--- src/css_pkg.sv ---
`default_nettype none
package css_pkg;

    localparam int DEPTH      = 16;
    localparam int WORD_WIDTH = 32;
    localparam int CNT_W      = $clog2(DEPTH + 1);
    localparam int IDX_W      = $clog2(DEPTH);

    typedef logic [WORD_WIDTH-1:0] word_t;
    typedef logic [CNT_W-1:0]      count_t;

    localparam logic [2:0] ACT_START   = 3'd0;
    localparam logic [2:0] ACT_ADVANCE = 3'd1;
    localparam logic [2:0] ACT_INSERT  = 3'd2;
    localparam logic [2:0] ACT_ATTACH  = 3'd3;
    localparam logic [2:0] ACT_REMOVE  = 3'd4;
    localparam logic [2:0] ACT_READ    = 3'd5;

    localparam logic [1:0] ST_DONE  = 2'd0;
    localparam logic [1:0] ST_FULL  = 2'd1;
    localparam logic [1:0] ST_NOCUR = 2'd2;

    // per-cell move control; take_new wins over the shifts
    typedef struct packed {
        logic take_new;
        logic take_prev;
        logic take_next;
    } cell_ctrl_t;

endpackage
`default_nettype wire

--- src/css_cell.sv ---
`default_nettype none
module css_cell (
    input  wire                      clk,
    input  wire css_pkg::cell_ctrl_t ctrl,
    input  wire css_pkg::word_t      new_word,
    input  wire css_pkg::word_t      prev_word,
    input  wire css_pkg::word_t      next_word,
    output css_pkg::word_t           word_next,
    output css_pkg::word_t           word_q
);
    import css_pkg::*;

    word_t word_reg;

    always_comb
    begin
        if (ctrl.take_new)
            word_next = new_word;
        else if (ctrl.take_prev)
            word_next = prev_word;
        else if (ctrl.take_next)
            word_next = next_word;
        else
            word_next = word_reg;
    end

    always_ff @(posedge clk)
    begin
        word_reg <= word_next;
    end

    assign word_q = word_reg;

endmodule
`default_nettype wire

--- src/cursor_sequence_store.sv ---
`default_nettype none
// Ordered store of up to DEPTH words with a cursor, built as a row of cells.
//
// Input channel: action and entry_word, taken when in_valid is high and
// in_stall is low. Output channel: has_current, current_word, item_count and
// status, taken when out_valid is high and out_stall is low. Every input
// item gives exactly one result item.
//
// The result of an item is written to the output register at the clock edge
// that takes the item. Throughput is one item per cycle while out_stall is low;
// it is set by the row of cells, whose words at and beyond the position all move
// in the same cycle on insert, attach and remove.
//
// Reset empties the store (count and cursor to zero) and drops any pending
// result. The cell words are not cleared; only stored positions are read.
//
// While the receiver stalls a waiting result, the result is held and in_stall
// is raised, so no new item is taken until the result has gone.
module cursor_sequence_store (
    input  wire         clk,
    input  wire         rst_n,
    input  wire         in_valid,
    output logic        in_stall,
    input  wire  [2:0]  action,
    input  wire  [31:0] entry_word,
    output logic        out_valid,
    input  wire         out_stall,
    output logic        has_current,
    output logic [31:0] current_word,
    output logic [4:0]  item_count,
    output logic [1:0]  status
);
    import css_pkg::*;

    count_t     count_reg, count_next;
    count_t     cursor_reg, cursor_next;
    count_t     pos;
    logic       accept;
    logic       place, drop;
    logic [1:0] status_next;
    word_t      new_word;
    word_t      cur_word_next;

    cell_ctrl_t ctrl      [DEPTH];
    word_t      cell_q    [DEPTH];
    word_t      cell_next [DEPTH];

    logic        out_valid_reg;
    logic        has_cur_reg;
    logic [31:0] cur_word_reg;
    logic [4:0]  count_out_reg;
    logic [1:0]  status_reg;

    assign in_stall = out_valid_reg & out_stall;
    assign accept   = in_valid & ~in_stall;
    assign new_word = word_t'(entry_word);

    always_comb
    begin
        count_next  = count_reg;
        cursor_next = cursor_reg;
        status_next = ST_DONE;
        pos         = '0;
        place       = 1'b0;
        drop        = 1'b0;
        case (action)
            ACT_START:
            begin
                cursor_next = (count_reg != '0) ? count_t'(1) : '0;
            end
            ACT_ADVANCE:
            begin
                if (cursor_reg != '0)
                    cursor_next = (cursor_reg == count_reg) ? '0 : cursor_reg + count_t'(1);
            end
            ACT_INSERT, ACT_ATTACH:
            begin
                if (action == ACT_INSERT)
                    pos = (cursor_reg != '0) ? cursor_reg - count_t'(1) : '0;
                else
                    pos = (cursor_reg != '0) ? cursor_reg : count_reg;
                if (count_reg == count_t'(DEPTH))
                begin
                    status_next = ST_FULL;
                end
                else
                begin
                    place       = 1'b1;
                    count_next  = count_reg + count_t'(1);
                    cursor_next = pos + count_t'(1);
                end
            end
            ACT_REMOVE:
            begin
                if (cursor_reg == '0)
                begin
                    status_next = ST_NOCUR;
                end
                else
                begin
                    drop        = 1'b1;
                    pos         = cursor_reg - count_t'(1);
                    count_next  = count_reg - count_t'(1);
                    // the following item takes the cursor's place
                    cursor_next = (cursor_reg < count_reg) ? cursor_reg : '0;
                end
            end
            default:
            begin
                // read, and the unused codes
            end
        endcase
    end

    // open a gap at pos for the new word, or close the one at pos
    always_comb
    begin
        for (int i = 0; i < DEPTH; i++)
        begin
            ctrl[i].take_new  = accept & place & (count_t'(i) == pos);
            ctrl[i].take_prev = accept & place & (count_t'(i) > pos);
            ctrl[i].take_next = accept & drop & (count_t'(i) >= pos) && (i != DEPTH - 1);
        end
    end

    genvar g;
    generate
        for (g = 0; g < DEPTH; g++)
        begin : g_cell
            word_t prev_w, next_w;
            if (g == 0)
            begin : g_lo
                assign prev_w = new_word;
            end
            else
            begin : g_lo
                assign prev_w = cell_q[g-1];
            end
            if (g == DEPTH - 1)
            begin : g_hi
                assign next_w = cell_q[g];
            end
            else
            begin : g_hi
                assign next_w = cell_q[g+1];
            end
            css_cell u_cell (
                .clk       (clk),
                .ctrl      (ctrl[g]),
                .new_word  (new_word),
                .prev_word (prev_w),
                .next_word (next_w),
                .word_next (cell_next[g]),
                .word_q    (cell_q[g])
            );
        end
    endgenerate

    always_comb
    begin
        count_t sel;
        sel           = cursor_next - count_t'(1);
        cur_word_next = (cursor_next != '0) ? cell_next[sel[IDX_W-1:0]] : '0;
    end

    always_ff @(posedge clk or negedge rst_n)
    begin
        if (!rst_n)
        begin
            count_reg     <= '0;
            cursor_reg    <= '0;
            out_valid_reg <= 1'b0;
        end
        else
        begin
            if (accept)
            begin
                count_reg     <= count_next;
                cursor_reg    <= cursor_next;
                out_valid_reg <= 1'b1;
            end
            else if (!out_stall)
            begin
                out_valid_reg <= 1'b0;
            end
        end
    end

    always_ff @(posedge clk)
    begin
        if (accept)
        begin
            has_cur_reg   <= (cursor_next != '0);
            cur_word_reg  <= 32'(cur_word_next);
            count_out_reg <= 5'(count_next);
            status_reg    <= status_next;
        end
    end

    assign out_valid    = out_valid_reg;
    assign has_current  = has_cur_reg;
    assign current_word = cur_word_reg;
    assign item_count   = count_out_reg;
    assign status       = status_reg;

endmodule
`default_nettype wire

--- config.mk ---
export PLATFORM = sky130hd
export DESIGN_NAME = cursor_sequence_store
export DESIGN_NICKNAME = d
export VERILOG_FILES = /design/src/css_pkg.sv /design/src/css_cell.sv /design/src/cursor_sequence_store.sv
export SDC_FILE = /design/constraint.sdc
export NUM_CORES = 2
export LEC_CHECK = 0
export BUFFER_PORTS_ARGS = -buffer_cell sky130_fd_sc_hd__clkbuf_2
export CORE_UTILIZATION = 52
export DETAILED_ROUTE_END_ITERATION = 8
export GPL_TIMING_DRIVEN = 0
export PLACE_DENSITY = 0.68
export SLEW_MARGIN = 20
export SYNTH_ARGS = -nofsm -noshare
export SYNTH_HDL_FRONTEND = slang
export SYNTH_SLANG_ARGS = --single-unit
--- constraint.sdc ---
create_clock -name clk -period 13.98 [get_ports clk]
set_input_delay 2.796 -clock clk [delete_from_list [all_inputs] [get_ports clk]]
set_output_delay 2.796 -clock clk [all_outputs]
set_load 0.05 [all_outputs]
Word level (Yosys, flattened, before mapping)
Cells that the tools add are included.

Bits of input ports: 39. Word-level logic and storage cells: 219. Register bits: 563. Output and inout port bits: 42.

Equal/unequal tests: 22. Bitwise operators: 53. Multiplexer cells: 75. Add/sub/neg operators: 6. Reduce and logical (&&, ||, !) cells: 7. Order comparisons: 33.

Operator list (number): 2-to-1 mux 32 bit (49); binary-select mux 32 bit (select 4 bit) (1); 2-to-1 mux 5 bit (12); AND 1 bit (51); == test 4 x 5 -> 1 bit (first input constant) (8); greater-than comparator 4 x 5 -> 1 bit (first input constant) (8); greater-or-equal comparator 4 x 5 -> 1 bit (first input constant) (7); == test 3 x 5 -> 1 bit (first input constant) (4); greater-or-equal comparator 3 x 5 -> 1 bit (first input constant) (4); greater-than comparator 3 x 5 -> 1 bit (first input constant) (4); one-hot mux 5 bit (2 select lines) (2); one-hot mux 5 bit (4 select lines) (1); adder 5 x 1 -> 5 bit (second input constant) (3); nonzero test 5 bit (3); == test 2 x 5 -> 1 bit (first input constant) (2); greater-or-equal comparator 1 x 5 -> 1 bit (first input constant) (2); greater-or-equal comparator 2 x 5 -> 1 bit (first input constant) (2); greater-than comparator 1 x 5 -> 1 bit (first input constant) (2); greater-than comparator 2 x 5 -> 1 bit (first input constant) (2); zero test 5 bit (2); subtractor 5 x 1 -> 5 bit (second input constant) (2); 2-to-1 mux 1 bit (8); == test 3 x 2 -> 1 bit (second input constant) (2); == test 1 x 5 -> 1 bit (first input constant) (1); other kinds (14) (14).

Depth between registers and ports, before layout
Depth after elaboration: 13. Mapped depth: 25. Depth with buffers taken out: 17.

Hierarchy
From an unflattened synthesis, not the netlist that was laid out.

Cells, all modules: 3887. Area total of the unflattened synthesis: 39290.2 um^2.

By module, submodules not included: css_cell (seq. area each 640.6 um^2, instances 16, area an instance 1944.4 um^2, cells an instance 178); cursor_sequence_store (seq. area each 1476.4 um^2, instances 1, area an instance 8180.3 um^2, cells an instance 1039).

Least setup slack after synthesis
No wires, ideal clock.

Kind: in2reg. Start point: in action[2]. End point: reg cur_word_reg[1], in the netlist current_word[1] (data pin). Cell stages on the path: 22. Data arrival time: 7032 ps. Path slack: 6784 ps. Data required time: 13816 ps. Setup time: 164 ps. Buffers on the path: 9. Cell sequence: buf_2 nand2b_1 buf_2 nor2_1 o22ai_1 o22ai_1 or2_2 inv_1 buf_2 buf_2 buf_1 buf_1 ha_1 inv_1 clkbuf_1 nor2_1 clkbuf_1 nand2_1 buf_2 o22ai_1 or4_1 o221ai_1.

Cells in the longest elaborated chain, start to end: 12. Elaborated cells on any way between the ends: 163.

RTL lines: start: declaration (RTL line cursor_sequence_store.sv:24) `input wire [2:0] action,`; parallel branches: the longest is 12 deep, another holds adder 5 x 1 -> 5 bit; end signal: assignment (RTL line cursor_sequence_store.sv:194) `cur_word_reg <= 32'(cur_word_next);`; end: declaration (RTL line cursor_sequence_store.sv:50) `logic [31:0] cur_word_reg;`.

Several ways; the timed one is not identified. The select of a mux whose other input is x is not followed. A chain may end at the register's enable or synchronous reset.

Worst setup path after layout
Start point: in action[2]. End point: reg cur_word_reg[0], in the netlist current_word[0] (data pin).

Same word-level chain as after synthesis.

==> results.md <==
- Hold_ws: roughly 0.48 ns
- Cell Area, Synth: 0.0322 mm^2
- DR pass1 iterations: 9
- Setup crit start: action[2]
- Max-Cap Viols: 0
- Final Power: approximately 11 mW
- CP Cell Sequence: clkbuf_2, buf_2, nand2b_1, buf_2, nor2_1, o22ai_1, o22ai_1, or2_2, inv_1, buf_2, buf_2, buf_1, buf_1, ha_1, buf_1, nand2_1, nor2_1, buf_2, a221oi_1, o21ai_1, nor3_1, a211o_1
- Design Area, Final: approximately 0.036 mm^2
- Failing checks: DRC
- Number of flip-flops in the largest register: about 510
- Clock network power share: 0.157
- Vias in the first global route: approximately 33000
- Synth unique cells: between 90 and 100
- Slew @ Worst Pin: ~1.3 ns
- PD cells: about 320 mW/mm^2
- Vias per cell: slightly above 7
- All-Layer GR Usage: 0.529
- Initial antenna violation count: 9
- Tcrit/Tclk final: 0.863
- Gpl congestion: roughly 1.1
- DR iter-0 viols: ~6300
- Critical path data required time: 14.36 ns
- Register area share after synthesis: 0.364
- Setup TNS Final: 0 ns
- TritonCTS Buffers: between 60 and 70
- Syn Inst Count: roughly 4100
- Hold buffer count at CTS: 0
- Rows: 90
- Critical path class: in -> reg
- Synthesized area per cell: roughly 7.8 um^2
- Most used cell, CP: buf_2
- Detailed Place HPWL: ~130 mm
- Clock transition at the registers of the reported paths: 0.06 ns
- Clock buffer depth: 3
- CP max stage cell: nand2_1
- Die area: 0.0630 mm^2
- RSZ-0062 raised after global routing: false
- Leak: roughly 15 nW
- Crit-path max FO: 11
- Top post-synthesis cells by area: dfxtp_1 (32%), mux2i_1 (8.4%), nand2_1 (7.5%)
- Routed Antenna Nets: 0
- Crit path time final: 12.07 ns
- CTS tree: done
- Logic pwr share: 0.547
- Vias after detailed routing: around 36000
- Yosys top cell by area: dfxtp_1
- Final hold vios: 0
- Yosys warns: 0
- I/O Pins: just over 80
- Sink Count: roughly 560
- CP startpoint kind: input port
- Async SR Flop Fraction: 0.0195
- Max incr delay on CP: 1.02 ns
- Outcome: finished with violations
- Initial Utilization: 0.530
- Die Wd: between 200 and 300 um
- Largest net degree at the start of global routing: 27
- Grt ovf: 0
- Instance area at placement: 0.0335 mm^2
- WL final: about 170 mm
- Reg2Reg Depth: 22
- Drt wl/cell: ~34 um
- Primary FF master, synth: dfxtp_1
- DIE HEIGHT: around 250 um
- Area grow syn2layout: 10.6%
- Arrival @ worst endpoint: roughly 12 ns
- Nets@finish: ~4300
- VDD IR-drop max: ~0.00016 V
- First-pass GRT wire length: between 200 and 250 mm
- Post-CTS Setup Inserts: 0
- Highest clock rate: between 80 and 90 MHz
- Fin. max-slew vios: 0
- Residual DRC: 22
- CTS H-tree lvls: 3
- Switching share of total power: 0.518
- Final setup viols: 0
- Clock Tree Root: clkbuf_16
- HP Class: reg -> reg
- Placeable core region: slightly above 0.06 mm^2
- Cts repair resizes: 0
- R2R setup slack: between 3 and 4 ns
- # port buffers: 48
- Number of flops mapped to enable cells by yosys: 40
- P_int: between 5 and 6 mW
- Ratio of cells with drive above 1 in the final layout: 0.0934
- Reg2reg end: current_word[0]
- Synth top area share: 0.318
- Worst-Skew Late Latency: 0.64 ns
- Final Skew: about 0.035 ns
- Flop pwr share: 0.296
- Syn Nets: 4165
- Sw power: between 5 and 6 mW
- Crit. End Element: register
- CP endpoint: current_word[0]
- Worst slew margin: 0.111
- #FFs+latches synth: about 560
- Fillcell total: between 5000 and 6000
- FF-to-FF Start: cursor_reg[0]
[cell usage after synthesis (42+ instances only)]
cell        n
nand2_1   648
dfxtp_1   512
nor2_1    330
mux2i_1   269
o21ai_0   248
clkbuf_1  237
a21oi_1   234
nand3_1   170
o22ai_1   163
a31oi_1   115
buf_2     115
a211oi_1   93
a21o_1     83
inv_1      71
nor3_1     62
and3_1     51
o211ai_1   48
o221ai_1   42
[how the worst min path moves through the flow]
stage,slack [ns],cells past startpoint,start,end
after global routing,0.51,2,g_cell[13].u_cell.word_q[5],g_cell[12].u_cell.word_q[5]
after detailed placement,0.47,2,g_cell[13].u_cell.word_q[22],g_cell[12].u_cell.word_q[22]
after floorplan,0.45,2,g_cell[13].u_cell.word_q[10],g_cell[12].u_cell.word_q[10]
after CTS,0.47,2,g_cell[13].u_cell.word_q[5],g_cell[12].u_cell.word_q[5]
after global placement,0.47,2,g_cell[13].u_cell.word_q[5],g_cell[12].u_cell.word_q[5]
final,0.48,2,g_cell[13].u_cell.word_q[5],g_cell[12].u_cell.word_q[5]
[per-stage QoR]
| step | instances | setup WS, ns | utilization |
|---|---|---|---|
| 2_1_floorplan | 4113 | 6.78 | - |
| 3_3_place_gp | 4943 | 2.35 | 0.550 |
| 3_5_place_dp | 4945 | 2.38 | 0.551 |
| 4_1_cts | 5065 | 3.02 | 0.586 |
| 5_1_grt | 5067 | 2.45 | 0.586 |
| 6_report | 5069 | 1.91 | 0.586 |
[critical path: cells and delay by family]
kind	cells	cell delay, ns
compound gates	5	1.42
buf+inv	10	4.89
fa+ha+maj	1	0.35
simple gates	6	2.90
[power by group through the flow]
stage,registers (mW),clock network (mW),logic [mW]
CTS,3.25,1.73,5.63
finish,3.33,1.77,6.14
floorplan,3.20,0,3.28
global route,3.37,1.80,6.22
global placement,3.26,0,5.57
detailed placement,3.27,0,5.60
[cells by family after synthesis]
| kind of cell | Yosys count | share of synthesized area |
|---|---|---|
| and+or+nand+nor | 1401 | 0.192 |
| AOI/OAI and AO/OA | 1368 | 0.285 |
| muxes | 290 | 0.0910 |
| adders and majority gates | 13 | 0.00505 |
| DFF | 563 | 0.364 |
| buffers and inverters | 472 | 0.0613 |
| xor gates and xnor gates | 6 | 0.00163 |
[layer usage]
layer | vias up | wire length [um] | global-route usage
met5 | - | 354 | 0.0309
met4 | 20 | 13100 | 0.346
met3 | 756 | 28600 | 0.252
met2 | 3029 | 66300 | 0.720
met1 | 16785 | 63600 | 0.658
li1 | 15413 | - | -
[cell usage in the layout (no fill, tap or decap), drive strengths merged, types with 66 or more instances in the layout]
cell / count
nor3: 66
dfxtp: 512
a21o: 83
buf: 164
o21ai: 284
a31oi: 115
mux2i: 270
o22ai: 167
nor2: 335
inv: 74
nand3: 170
clkbuf: 381
a21oi: 234
a211oi: 94
nand2: 650
[layout make-up]
| cell class | count | area (um^2) | area share |
|---|---|---|---|
| Antenna cell | 4 | 10.0 | 0.000281 |
| Sequential cell | 563 | 11700 | 0.329 |
| Clock buffer | 94 | 1920 | 0.0539 |
| Multi-Input combinational cell | 3078 | 18500 | 0.520 |
| Tap cell | 782 | 978 | 0.0275 |
| Clock inverter | 26 | 185 | 0.00520 |
| Inverter | 71 | 267 | 0.00748 |
| Buffer | 401 | 1730 | 0.0484 |
| Timing Repair Buffer | 50 | 275 | 0.00773 |
No activity file was read; power rests on OpenSTA's default activity.
